`config.mk`:
```
export PLATFORM = sky130hd
export DESIGN_NAME = pow_difficulty_adjust_core
export DESIGN_NICKNAME = d
export VERILOG_FILES = /design/src/sv/pda_pkg.sv /design/src/sv/pow_difficulty_adjust_core.sv /design/src/sv/pda_bomb.sv
export SDC_FILE = /design/constraint.sdc
export NUM_CORES = 2
export LEC_CHECK = 0
export BUFFER_PORTS_ARGS = -buffer_cell sky130_fd_sc_hd__buf_4
export CAP_MARGIN = 40
export CORE_ASPECT_RATIO = 0.9
export CORE_MARGIN = 1.5
export CORE_UTILIZATION = 24
export DETAILED_ROUTE_END_ITERATION = 8
export PLACE_DENSITY = 0.4
export SETUP_SLACK_MARGIN = 0.15
export SYNTH_ARGS = -nofsm -noshare
export SYNTH_HDL_FRONTEND = slang
export SYNTH_SLANG_ARGS = --single-unit
```
`constraint.sdc`:
```
create_clock -name clk -period 9.8 [get_ports clk]
set_input_delay 0.98 -clock clk [delete_from_list [all_inputs] [get_ports clk]]
set_output_delay 0.98 -clock clk [all_outputs]
set_load 0.05 [all_outputs]
```
`src/sv/pda_pkg.sv`:
```
// shared types and constants for the difficulty adjustment core
// no dependencies
`default_nettype none

package pda_pkg;

  // widths of the header fields, the adjust factor and the bomb exponent
  localparam int unsigned WORD_W = 64;
  localparam int unsigned RANK_W = 4;
  localparam int unsigned FAC_W  = 7;
  localparam int unsigned EXP_W  = 6;

  // difficulty floor
  localparam logic [WORD_W-1:0] MIN_WORK = 64'h0000_0000_0002_0000;

  // fork ranks, compared as ordered
  localparam logic [RANK_W-1:0] RANK_HOMESTEAD      = 4'd1;
  localparam logic [RANK_W-1:0] RANK_BYZANTIUM      = 4'd4;
  localparam logic [RANK_W-1:0] RANK_CONSTANTINOPLE = 4'd5;
  localparam logic [RANK_W-1:0] RANK_LONDON         = 4'd9;

  // adjustment rule constants
  localparam logic [FAC_W-1:0] ADJ_CAP      = 7'd99;
  localparam logic [3:0]       FRONTIER_GAP = 4'd13;

  // gap / 9 and gap / 10 for gaps below 1024: (g * m) >> 13
  localparam logic [9:0] DIV9_MUL  = 10'd911;
  localparam logic [9:0] DIV10_MUL = 10'd820;

  // bomb delays in blocks
  localparam logic [23:0] DELAY_GRAY   = 24'd11400000;
  localparam logic [23:0] DELAY_ARROW  = 24'd10700000;
  localparam logic [23:0] DELAY_LONDON = 24'd9700000;
  localparam logic [23:0] DELAY_MUIR   = 24'd9000000;
  localparam logic [23:0] DELAY_CONST  = 24'd5000000;
  localparam logic [23:0] DELAY_BYZ    = 24'd3000000;

  // bomb period 100000 = 32 * 3125; /3125 as (v * 343598) >> 30 for v < 2^18
  // periods past this limit push the exponent to 64 or more
  localparam logic [22:0] BOMB_LIMIT = 23'd6600000;
  localparam logic [18:0] BOMB_MUL   = 19'd343598;

  // configuration register indexes
  typedef enum logic [1:0] {
    CFG_GRAY  = 2'd0,
    CFG_ARROW = 2'd1,
    CFG_MUIR  = 2'd2
  } cfg_idx_t;

  // bomb term decoded from height and fork state
  typedef struct packed {
    logic             ovf;
    logic             on;
    logic [EXP_W-1:0] exp;
  } bomb_t;

  // parent-relative adjustment: add or subtract fac * (parent >> 11)
  typedef struct packed {
    logic             add;
    logic [FAC_W-1:0] fac;
  } adj_t;

endpackage

`default_nettype wire

```
`src/sv/pow_difficulty_adjust_core.sv`:
```
// top level of the proof-of-work difficulty adjustment core
// depends on pda_pkg and pda_bomb
//
//   channel   handshake                 payload
//   header    start / busy              block_height block_time parent_time
//                                       parent_work parent_uncles fork_rank
//   config    cfg_valid / cfg_ready     cfg_index cfg_data
//   result    done (one-cycle strobe)   next_work overflowed
//
// one header per cycle while busy is low; each taken start goes through these steps in order
// (input register, adjust decode and bomb decode, adjust multiply, bomb add and clamp)
// busy and cfg_ready hold off only during reset and for the cycle after it
// rst is synchronous and flushes all words in flight; glacier registers return to all ones
// results cannot be stalled, so the pipeline never stops
`default_nettype none

module pow_difficulty_adjust_core import pda_pkg::*; (
  input  wire logic              clk,
  input  wire logic              rst,
  input  wire logic              start,
  output logic                   busy,
  input  wire logic [WORD_W-1:0] block_height,
  input  wire logic [WORD_W-1:0] block_time,
  input  wire logic [WORD_W-1:0] parent_time,
  input  wire logic [WORD_W-1:0] parent_work,
  input  wire logic              parent_uncles,
  input  wire logic [RANK_W-1:0] fork_rank,
  input  wire logic              cfg_valid,
  output logic                   cfg_ready,
  input  wire logic [1:0]        cfg_index,
  input  wire logic [WORD_W-1:0] cfg_data,
  output logic                   done,
  output logic [WORD_W-1:0]      next_work,
  output logic                   overflowed
);

  // glacier fork registers
  logic [WORD_W-1:0] gray_glacier_start;
  logic [WORD_W-1:0] arrow_glacier_start;
  logic [WORD_W-1:0] muir_glacier_start;

  // input register
  logic              in_valid;
  logic [WORD_W-1:0] in_height, in_gap, in_work;
  logic              in_uncles;
  logic [RANK_W-1:0] in_rank;

  // stage 1 register
  logic              s1_valid;
  logic [WORD_W-1:0] s1_work;
  adj_t              s1_adj;
  bomb_t             s1_bomb;

  // stage 2 register
  logic              s2_valid;
  logic [WORD_W-1:0] s2_work;
  logic              s2_ovf;
  bomb_t             s2_bomb;

  adj_t              adj;
  bomb_t             bomb;
  logic              gap_big;
  logic [19:0]       p9, p10;
  logic [FAC_W-1:0]  z9, z10, y, excess;
  logic [59:0]       prod;
  logic [WORD_W:0]   adj_sum;
  logic [WORD_W-1:0] adj_work;
  logic              adj_ovf;
  logic [WORD_W-1:0] bomb_val;
  logic [WORD_W:0]   bomb_sum;
  logic              fin_ovf;

  // busy only during reset and in the cycle after it
  always_ff @(posedge clk) begin
    if (rst) begin
      busy <= 1'b1;
    end else begin
      busy <= 1'b0;
    end
  end

  assign cfg_ready = !busy;

  // configuration writes; index 3 is ignored
  always_ff @(posedge clk) begin
    if (rst) begin
      gray_glacier_start  <= '1;
      arrow_glacier_start <= '1;
      muir_glacier_start  <= '1;
    end else if (cfg_valid && cfg_ready) begin
      unique case (cfg_index)
        CFG_GRAY:  gray_glacier_start  <= cfg_data;
        CFG_ARROW: arrow_glacier_start <= cfg_data;
        CFG_MUIR:  muir_glacier_start  <= cfg_data;
        default: ;
      endcase
    end
  end

  // input register, gap taken modulo 2^64
  always_ff @(posedge clk) begin
    if (rst) begin
      in_valid <= 1'b0;
    end else begin
      in_valid <= start && !busy;
    end
  end

  always_ff @(posedge clk) begin
    in_height <= block_height;
    in_gap    <= block_time - parent_time;
    in_work   <= parent_work;
    in_uncles <= parent_uncles;
    in_rank   <= fork_rank;
  end

  // gap / 9 and gap / 10, saturated once the cap is certain
  assign gap_big = |in_gap[63:10];
  assign p9      = {10'd0, in_gap[9:0]} * {10'd0, DIV9_MUL};
  assign p10     = {10'd0, in_gap[9:0]} * {10'd0, DIV10_MUL};
  assign z9      = gap_big ? '1 : p9[19:13];
  assign z10     = gap_big ? '1 : p10[19:13];

  // adjustment rule by fork rank
  always_comb begin
    y      = '0;
    excess = '0;
    adj    = '0;
    priority if (in_rank >= RANK_BYZANTIUM) begin
      y = in_uncles ? 7'd2 : 7'd1;
      if (z9 <= y) begin
        adj.add = 1'b1;
        adj.fac = y - z9;
      end else begin
        excess  = z9 - y;
        adj.add = 1'b0;
        adj.fac = (excess > ADJ_CAP) ? ADJ_CAP : excess;
      end
    end else if (in_rank >= RANK_HOMESTEAD) begin
      y = 7'd1;
      if (z10 <= y) begin
        adj.add = 1'b1;
        adj.fac = y - z10;
      end else begin
        excess  = z10 - y;
        adj.add = 1'b0;
        adj.fac = (excess > ADJ_CAP) ? ADJ_CAP : excess;
      end
    end else begin
      adj.add = !(|in_gap[63:4]) && (in_gap[3:0] < FRONTIER_GAP);
      adj.fac = 7'd1;
    end
  end

  pda_bomb u_bomb (
    .block_height        (in_height),
    .fork_rank           (in_rank),
    .gray_glacier_start  (gray_glacier_start),
    .arrow_glacier_start (arrow_glacier_start),
    .muir_glacier_start  (muir_glacier_start),
    .bomb                (bomb)
  );

  // stage 1 register
  always_ff @(posedge clk) begin
    if (rst) begin
      s1_valid <= 1'b0;
    end else begin
      s1_valid <= in_valid;
    end
  end

  always_ff @(posedge clk) begin
    s1_work <= in_work;
    s1_adj  <= adj;
    s1_bomb <= bomb;
  end

  // parent adjustment: fac * (parent >> 11), never below zero on subtract
  assign prod     = {53'd0, s1_adj.fac} * {7'd0, s1_work[63:11]};
  assign adj_sum  = {1'b0, s1_work} + {5'd0, prod};
  assign adj_work = s1_adj.add ? adj_sum[WORD_W-1:0] : (s1_work - {4'd0, prod});
  assign adj_ovf  = s1_adj.add && adj_sum[WORD_W];

  // stage 2 register
  always_ff @(posedge clk) begin
    if (rst) begin
      s2_valid <= 1'b0;
    end else begin
      s2_valid <= s1_valid;
    end
  end

  always_ff @(posedge clk) begin
    s2_work <= adj_work;
    s2_ovf  <= adj_ovf;
    s2_bomb <= s1_bomb;
  end

  // bomb term and overflow
  assign bomb_val = s2_bomb.on ? ({{(WORD_W-1){1'b0}}, 1'b1} << s2_bomb.exp) : '0;
  assign bomb_sum = {1'b0, s2_work} + {1'b0, bomb_val};
  assign fin_ovf  = s2_ovf || s2_bomb.ovf || bomb_sum[WORD_W];

  // result register
  always_ff @(posedge clk) begin
    if (rst) begin
      done <= 1'b0;
    end else begin
      done <= s2_valid;
    end
  end

  always_ff @(posedge clk) begin
    if (fin_ovf) begin
      next_work  <= '1;
      overflowed <= 1'b1;
    end else begin
      next_work  <= (bomb_sum[WORD_W-1:0] < MIN_WORK) ? MIN_WORK : bomb_sum[WORD_W-1:0];
      overflowed <= 1'b0;
    end
  end

endmodule

`default_nettype wire

```
`src/sv/pda_bomb.sv`:
```
// difficulty bomb decode: delay selection and exponent of the bomb term
// depends on pda_pkg
`default_nettype none

module pda_bomb import pda_pkg::*; (
  input  wire logic [WORD_W-1:0] block_height,
  input  wire logic [RANK_W-1:0] fork_rank,
  input  wire logic [WORD_W-1:0] gray_glacier_start,
  input  wire logic [WORD_W-1:0] arrow_glacier_start,
  input  wire logic [WORD_W-1:0] muir_glacier_start,
  output bomb_t                  bomb
);

  logic        gray_on, arrow_on, muir_on;
  logic [23:0] delay;
  logic        above;
  logic [WORD_W-1:0] diff;
  logic        far;
  logic [36:0] quot_prod;
  logic [6:0]  periods;
  logic [6:0]  exp_wide;

  // fork is live when configured and reached
  assign gray_on  = (gray_glacier_start != '1) && (block_height >= gray_glacier_start);
  assign arrow_on = (arrow_glacier_start != '1) && (block_height >= arrow_glacier_start);
  assign muir_on  = (muir_glacier_start != '1) && (block_height >= muir_glacier_start);

  // delay by fork priority
  always_comb begin
    priority if (gray_on) begin
      delay = DELAY_GRAY;
    end else if (arrow_on) begin
      delay = DELAY_ARROW;
    end else if (fork_rank >= RANK_LONDON) begin
      delay = DELAY_LONDON;
    end else if (muir_on) begin
      delay = DELAY_MUIR;
    end else if (fork_rank >= RANK_CONSTANTINOPLE) begin
      delay = DELAY_CONST;
    end else if (fork_rank >= RANK_BYZANTIUM) begin
      delay = DELAY_BYZ;
    end else begin
      delay = '0;
    end
  end

  // fake height and period count
  assign above     = block_height > {40'd0, delay};
  assign diff      = block_height - {40'd0, delay};
  assign far       = (|diff[63:23]) || (diff[22:0] >= BOMB_LIMIT);
  assign quot_prod = {19'd0, diff[22:5]} * {18'd0, BOMB_MUL};
  assign periods   = quot_prod[36:30];
  assign exp_wide  = periods - 7'd2;

  // bomb term fields
  assign bomb.ovf = above && far;
  assign bomb.on  = above && !far && (periods >= 7'd2);
  assign bomb.exp = exp_wide[EXP_W-1:0];

endmodule

`default_nettype wire

```
=== Yosys cells after proc, flatten, opt, wreduce, memory -nomap -nowiden ===
Index checks and enable logic that the tools add are counted.

* Logic and storage cells: 107
* Bits in registers: 612
* Input bits: 331

* $mul: 4
* Order comparisons: 16
* Eq/ne operators: 5
* Shift-type cells: 1
* Add/subtract/negate cells: 10
* Reductions and logical operators: 24
* Multiplexer cells: 20

{| class="wikitable"
|+ Operators with widths
! cell !! count
|-
| $ge A64 B64 Y1 || 3
|-
| $mux W64 || 3
|-
| $ne A64 B64 Y1 const B || 3
|-
| $mux W24 || 5
|-
| $add A64 B60 Y65 || 1
|-
| $add A64 B64 Y65 || 1
|-
| $gt A64 B24 Y1 || 1
|-
| $lt A64 B18 Y1 const B || 1
|-
| $shl A1 B6 Y64 const A || 1
|-
| $sub A64 B24 Y64 || 1
|-
| $sub A64 B60 Y64 || 1
|-
| $sub A64 B64 Y64 || 1
|-
| $mul A7 B53 Y60 || 1
|-
| $reduce_or A60 Y1 || 1
|-
| $reduce_or A54 Y1 || 1
|-
| $reduce_or A41 Y1 || 1
|-
| $mul A18 B18 Y36 const B || 1
|-
| $mux W8 || 4
|-
| $mux W7 || 4
|-
| $ge A23 B23 Y1 const B || 1
|-
| $mux W22 || 1
|-
| $mul A10 B10 Y20 const B || 1
|-
| $mul A10 B8 Y18 const B || 1
|-
| $gt A7 B7 Y1 const B || 2
|-
| other kinds (22) || 39
|}

=== Depth between registers and ports, before layout ===
* Depth after elaboration: 13
* Mapped depth: 52

=== Cells and area by module ===
Synthesis repeated with hierarchy kept, for this count alone.

* Cell total of the unflattened synthesis: 7,330
* Area total of the unflattened synthesis: 61,423.9 um2

{| class="wikitable"
|+ Modules (own cells, without submodules)
! module !! cells each !! times used !! area each (um2)
|-
| pow_difficulty_adjust_core || 5,527 || 1 || 47,416.7
|-
| pda_bomb || 1,803 || 1 || 14,007.2
|}

=== Worst setup path before layout ===
No wires, ideal clock.

* Kind: register to register
* From: reg in_height[45]
* To: reg s1_bomb[6] in the netlist's numbering
* Slack: -0.672 ns
* Arrival: 10.381 ns
* Library setup time: 0.092 ns
* Required time: 9.708 ns
* Clock period less this slack: 10.472 ns
* Cell stages (with the launch flop): 43
* Path through: dfxtp_1 -> ha_1 -> nand4_1 -> or3_1 -> o32ai_1 -> nor3_1 -> a221oi_2 -> buf_2 -> clkinv_1 -> o21ai_0 -> ha_1 -> nand2_1 -> a2111oi_0 -> o31a_1 -> a21oi_2 -> a21oi_1 -> maj3_1 -> a21oi_1 -> [7 not listed] -> fa_1 -> fa_1 -> fa_1 -> ha_1 -> ha_1 -> nand4_1 -> nor3_1 -> nor3_1 -> a21oi_1 -> a211oi_1 -> o21ai_0 -> a31o_2 -> a31o_2 -> a21o_1 -> a21oi_1 -> mux2i_1 -> o21bai_1 -> nor4_1

{| class="wikitable"
|+ RTL lines
! item !! RTL line !! text
|-
| start: declaration || pow_difficulty_adjust_core.sv:44 || <nowiki>logic [WORD_W-1:0] in_height, in_gap, in_work;</nowiki>
|-
| start signal: assignment || pow_difficulty_adjust_core.sv:110 || <nowiki>in_height <= block_height;</nowiki>
|-
| end signal: assignment || pow_difficulty_adjust_core.sv:176 || <nowiki>s1_bomb <= bomb;</nowiki>
|-
| end: declaration || pow_difficulty_adjust_core.sv:52 || <nowiki>bomb_t s1_bomb;</nowiki>
|}

==> results_dict.tcl <==
set metrics [dict create \
    final_util 0.313 \
    htreeDepth 3 \
    grt_pass1_wl_mm 309 \
    fmax_ghz 0.100 \
    p_int_mw 15.3 \
    synth_area_leaders "dfxtp_1, ha_1, fa_1" \
    dieArea_um2 242000 \
    antenna_found_initial 13 \
    drive_gt1_frac 0.210 \
    num_rows 169 \
    nets 9463 \
    cts_max_path_buffers 3 \
    root_buffer "clkbuf_16" \
    worstPathRequired_ps 10420 \
    ys_seq_area_frac 0.214 \
    core_area_um2 236000 \
    status "complete, but fails checks" \
    ys_seq_elements 612 \
    die_h_um 466 \
    worst_hold_slack_ps 324 \
    cp_max_fo 6 \
    max_stage_delay_ps 570 \
    power_switching_mw 14.2 \
    clkSlewWorstSetupHoldPaths_ps 60 \
    port_buffers 398 \
    p_leak_nw 36.5 \
    cts_hold_buf 0 \
    rsz0062_at_grt "true" \
    ir_drop_uv 658 \
    via_per_inst 4.56 \
    critical_path.slowest_cell "or4_4" \
    post_drt_wl_per_cell_um 18.0 \
    clock_latency_ps 750 \
    fin_crit_sh 1.02 \
    relSlewSlack 0.366 \
    fillers 25223 \
    crit_path_end_kind "flip-flop" \
    drtIter0Drc 2861 \
    r2r_cells 46 \
    area_growth_pct 29.1 \
    p_sw_frac 0.482 \
    p_clk_frac 0.104 \
    post-place-ws_ps -726 \
    skew_ps 38.3 \
    routabilityCongestion 0.848 \
    path_class "flip-flop to flip-flop" \
    synth_edf_count 0 \
    vias 50720 \
    fin_crit_ps 9990 \
    cts_buffers 79 \
    synth_nets 8361 \
    place_area_um2 69500 \
    tightest_slew_ps 940 \
    synthCells 6801 \
    postLayoutSetupSlackWorst_ps -194 \
    post-dp-hpwl_mm 167 \
    cts_tree "done" \
    routed_wl_mm 201 \
    seqPwrFrac 0.107 \
    io-pin-count 399 \
    crit_top_cell "buf_4" \
    finalSetupViolations 4 \
    synthFlopType "dfxtp_1" \
    cp-start-kind "flip-flop" \
    hp-class "flip-flop to flip-flop" \
    hold_depth 0 \
    grt_util_all_layers 0.163 \
    maxSlewViolCount 0 \
    cap_violations 0 \
    grt_max_degree 74 \
    clkSinkCount 612 \
    power_mw 29.6 \
    grt_pass1_vias 51837 \
    synth-async-reset-ratio 0 \
    synth.avg_cell_area_um2 8.42 \
    grt-ovfl-total 0 \
    ys_types 96 \
    netlist_area_um2 57300 \
    initial_utilization 0.242 \
    ys.warnings.count 0 \
    power_frac_comb 0.789 \
    design_area_um2 73900 \
    synth_top_area_frac 0.214 \
    die_w_um 518 \
    cp_data_arrival_time_ps 10610 \
    ant_nets 0 \
    drc_errors 0 \
    hold_viol_final 0 \
    failed_checks "setup timing" \
    dr.pass1.iters 5 \
    power_density_nw_per_um2 400 \
    synth_area_leader_cell "dfxtp_1" \
]
==> flip-flops by register name, summed over array words and instances, names as in the netlist, 4 cells and up <==
signal,flops
s1_adj,8
muir_glacier_start,64
next_work,64
arrow_glacier_start,64
in_gap,64
s1_bomb,8
s2_work,64
in_height,64
s1_work,64
s2_bomb,8
in_rank,4
in_work,64
gray_glacier_start,64
==> cells by family (layout without fill, tap and decap cells) <==
family	after synthesis	count (layout)	share of synthesized area
xor+xnor	306	306	0.0468
other cells	0	3	0
flops	612	612	0.214
fa+ha+maj	1236	1236	0.324
compound gates	1488	1488	0.172
simple gates	1933	1933	0.159
mux	36	36	0.00647
buf+inv	1190	2352	0.0782
==> final timing paths <==
kind                          start          to  slack (ps)
max reg2reg  muir_glacier_start[56]  s1_bomb[4]        -190
min                      in_work[0]  s1_work[0]         320
min reg2reg              in_work[0]  s1_work[0]         320
max          muir_glacier_start[56]  s1_bomb[4]        -190
==> cells in the final DEF, fill, tap and decap left out, types with 13 or more instances in the layout <==
| cell type | netlist | layout |
|---|---|---|
| inv_1 | 984 | 960 |
| o31ai_1 | 29 | 25 |
| clkbuf_8 | 0 | 16 |
| nand3_1 | 88 | 86 |
| o21bai_1 | 68 | 67 |
| dfxtp_2 | 0 | 45 |
| and3_1 | 42 | 41 |
| and4_1 | 13 | 13 |
| nor4_1 | 64 | 55 |
| nor2_1 | 375 | 374 |
| ha_4 | 0 | 32 |
| nand2b_1 | 55 | 54 |
| a31oi_1 | 28 | 27 |
| buf_4 | 1 | 1197 |
| ha_1 | 816 | 780 |
| xor2_1 | 110 | 104 |
| mux2i_1 | 31 | 31 |
| a211o_1 | 14 | 14 |
| a21oi_1 | 403 | 379 |
| or2_2 | 16 | 16 |
| and2_1 | 94 | 93 |
| a2111oi_0 | 19 | 14 |
| fa_1 | 413 | 408 |
| o21ai_1 | 5 | 16 |
| a21oi_2 | 4 | 24 |
| inv_2 | 1 | 23 |
| nor3_1 | 81 | 73 |
| a21o_1 | 186 | 185 |
| o21ai_0 | 245 | 227 |
| nor2b_1 | 44 | 44 |
| clkbuf_16 | 0 | 79 |
| o211ai_1 | 222 | 222 |
| or3_1 | 39 | 37 |
| nand2_1 | 820 | 812 |
| o21a_1 | 40 | 39 |
| dfxtp_1 | 612 | 559 |
| nand4_1 | 129 | 129 |
| a211oi_1 | 50 | 42 |
| or4_1 | 19 | 17 |
| xnor2_1 | 196 | 183 |
==> layer usage <==
layer	vias to the layer above	global-route usage	wire length [um]
li1	25343	-	-
met2	902	0.272	92300
met5	-	0	0
met4	0	0.0391	4510
met1	24278	0.224	97300
met3	197	0.0177	6730
==> synthesized netlist by cell type, drive strengths merged (13+ instances only) <==
| master | count |
|---|---|
| a21o | 186 |
| a221oi | 14 |
| or4 | 20 |
| nor2b | 44 |
| o21bai | 68 |
| nor3b | 13 |
| or3 | 39 |
| a21oi | 407 |
| a2111oi | 19 |
| and2 | 94 |
| o211ai | 224 |
| nor2 | 375 |
| nand2 | 820 |
| nand3 | 88 |
| o21ai | 252 |
| a211oi | 53 |
| ha | 816 |
| o21a | 40 |
| o31ai | 29 |
| a211o | 14 |
| or2 | 16 |
| nand4 | 130 |
| clkbuf | 192 |
| dfxtp | 612 |
| and4 | 13 |
| inv | 985 |
| nor3 | 84 |
| nand2b | 55 |
| o22ai | 13 |
| xor2 | 110 |
| nor4 | 65 |
| xnor2 | 196 |
| and3 | 42 |
| mux2i | 31 |
| a31oi | 31 |
| fa | 413 |
==> critical path: cells and delay by family, from the launching register on <==
kind / cells / cell delay [ps]
buffers and inverters: 12 / 1470
flip-flops: 1 / 330
adder cells (fa/ha/maj): 10 / 3510
AND/OR/NAND/NOR: 7 / 1430
AO/OA/AOI/OAI: 14 / 2600
XOR/XNOR: 3 / 540
==> area by class of cell <==
| type | instances | area [um2] | share of cell area |
|---|---|---|---|
| Multi-Input combinational cell | 4999 | 41800 | 0.566 |
| Sequential cell | 612 | 12300 | 0.167 |
| Timing Repair Buffer | 1225 | 9340 | 0.126 |
| Tap cell | 3163 | 3960 | 0.0536 |
| Inverter | 986 | 3710 | 0.0502 |
| Clock buffer | 103 | 2220 | 0.0300 |
| Clock inverter | 38 | 507 | 0.00686 |
| Antenna cell | 3 | 7.51 | 0.000102 |
==> metrics by stage <==
stage	setup TNS, ps	cells
floorplan	0	6801
global placement	-3300	10917
detailed placement	-3630	10925
CTS	-371	11090
global route	-2240	11127
finish	-618	11129
==> power by group through the flow <==
stage	clock, mW	sequential, mW	combinational (mW)
2_1_floorplan	0	3.08	14.7
3_3_place_gp	0	3.20	21.6
3_5_place_dp	0	3.20	21.5
4_1_cts	3.22	3.15	22.5
5_1_grt	3.30	3.18	26.5
6_report	3.08	3.15	23.3
==> what timing repair did <==
item | in CTS | in global routing
buffers inserted | 24 | 35
resized for setup | 110 | 177
endpoints found under the setup margin | 14 | 29
pin swaps | 85 | 72
(Power assumes the default switching activity.)
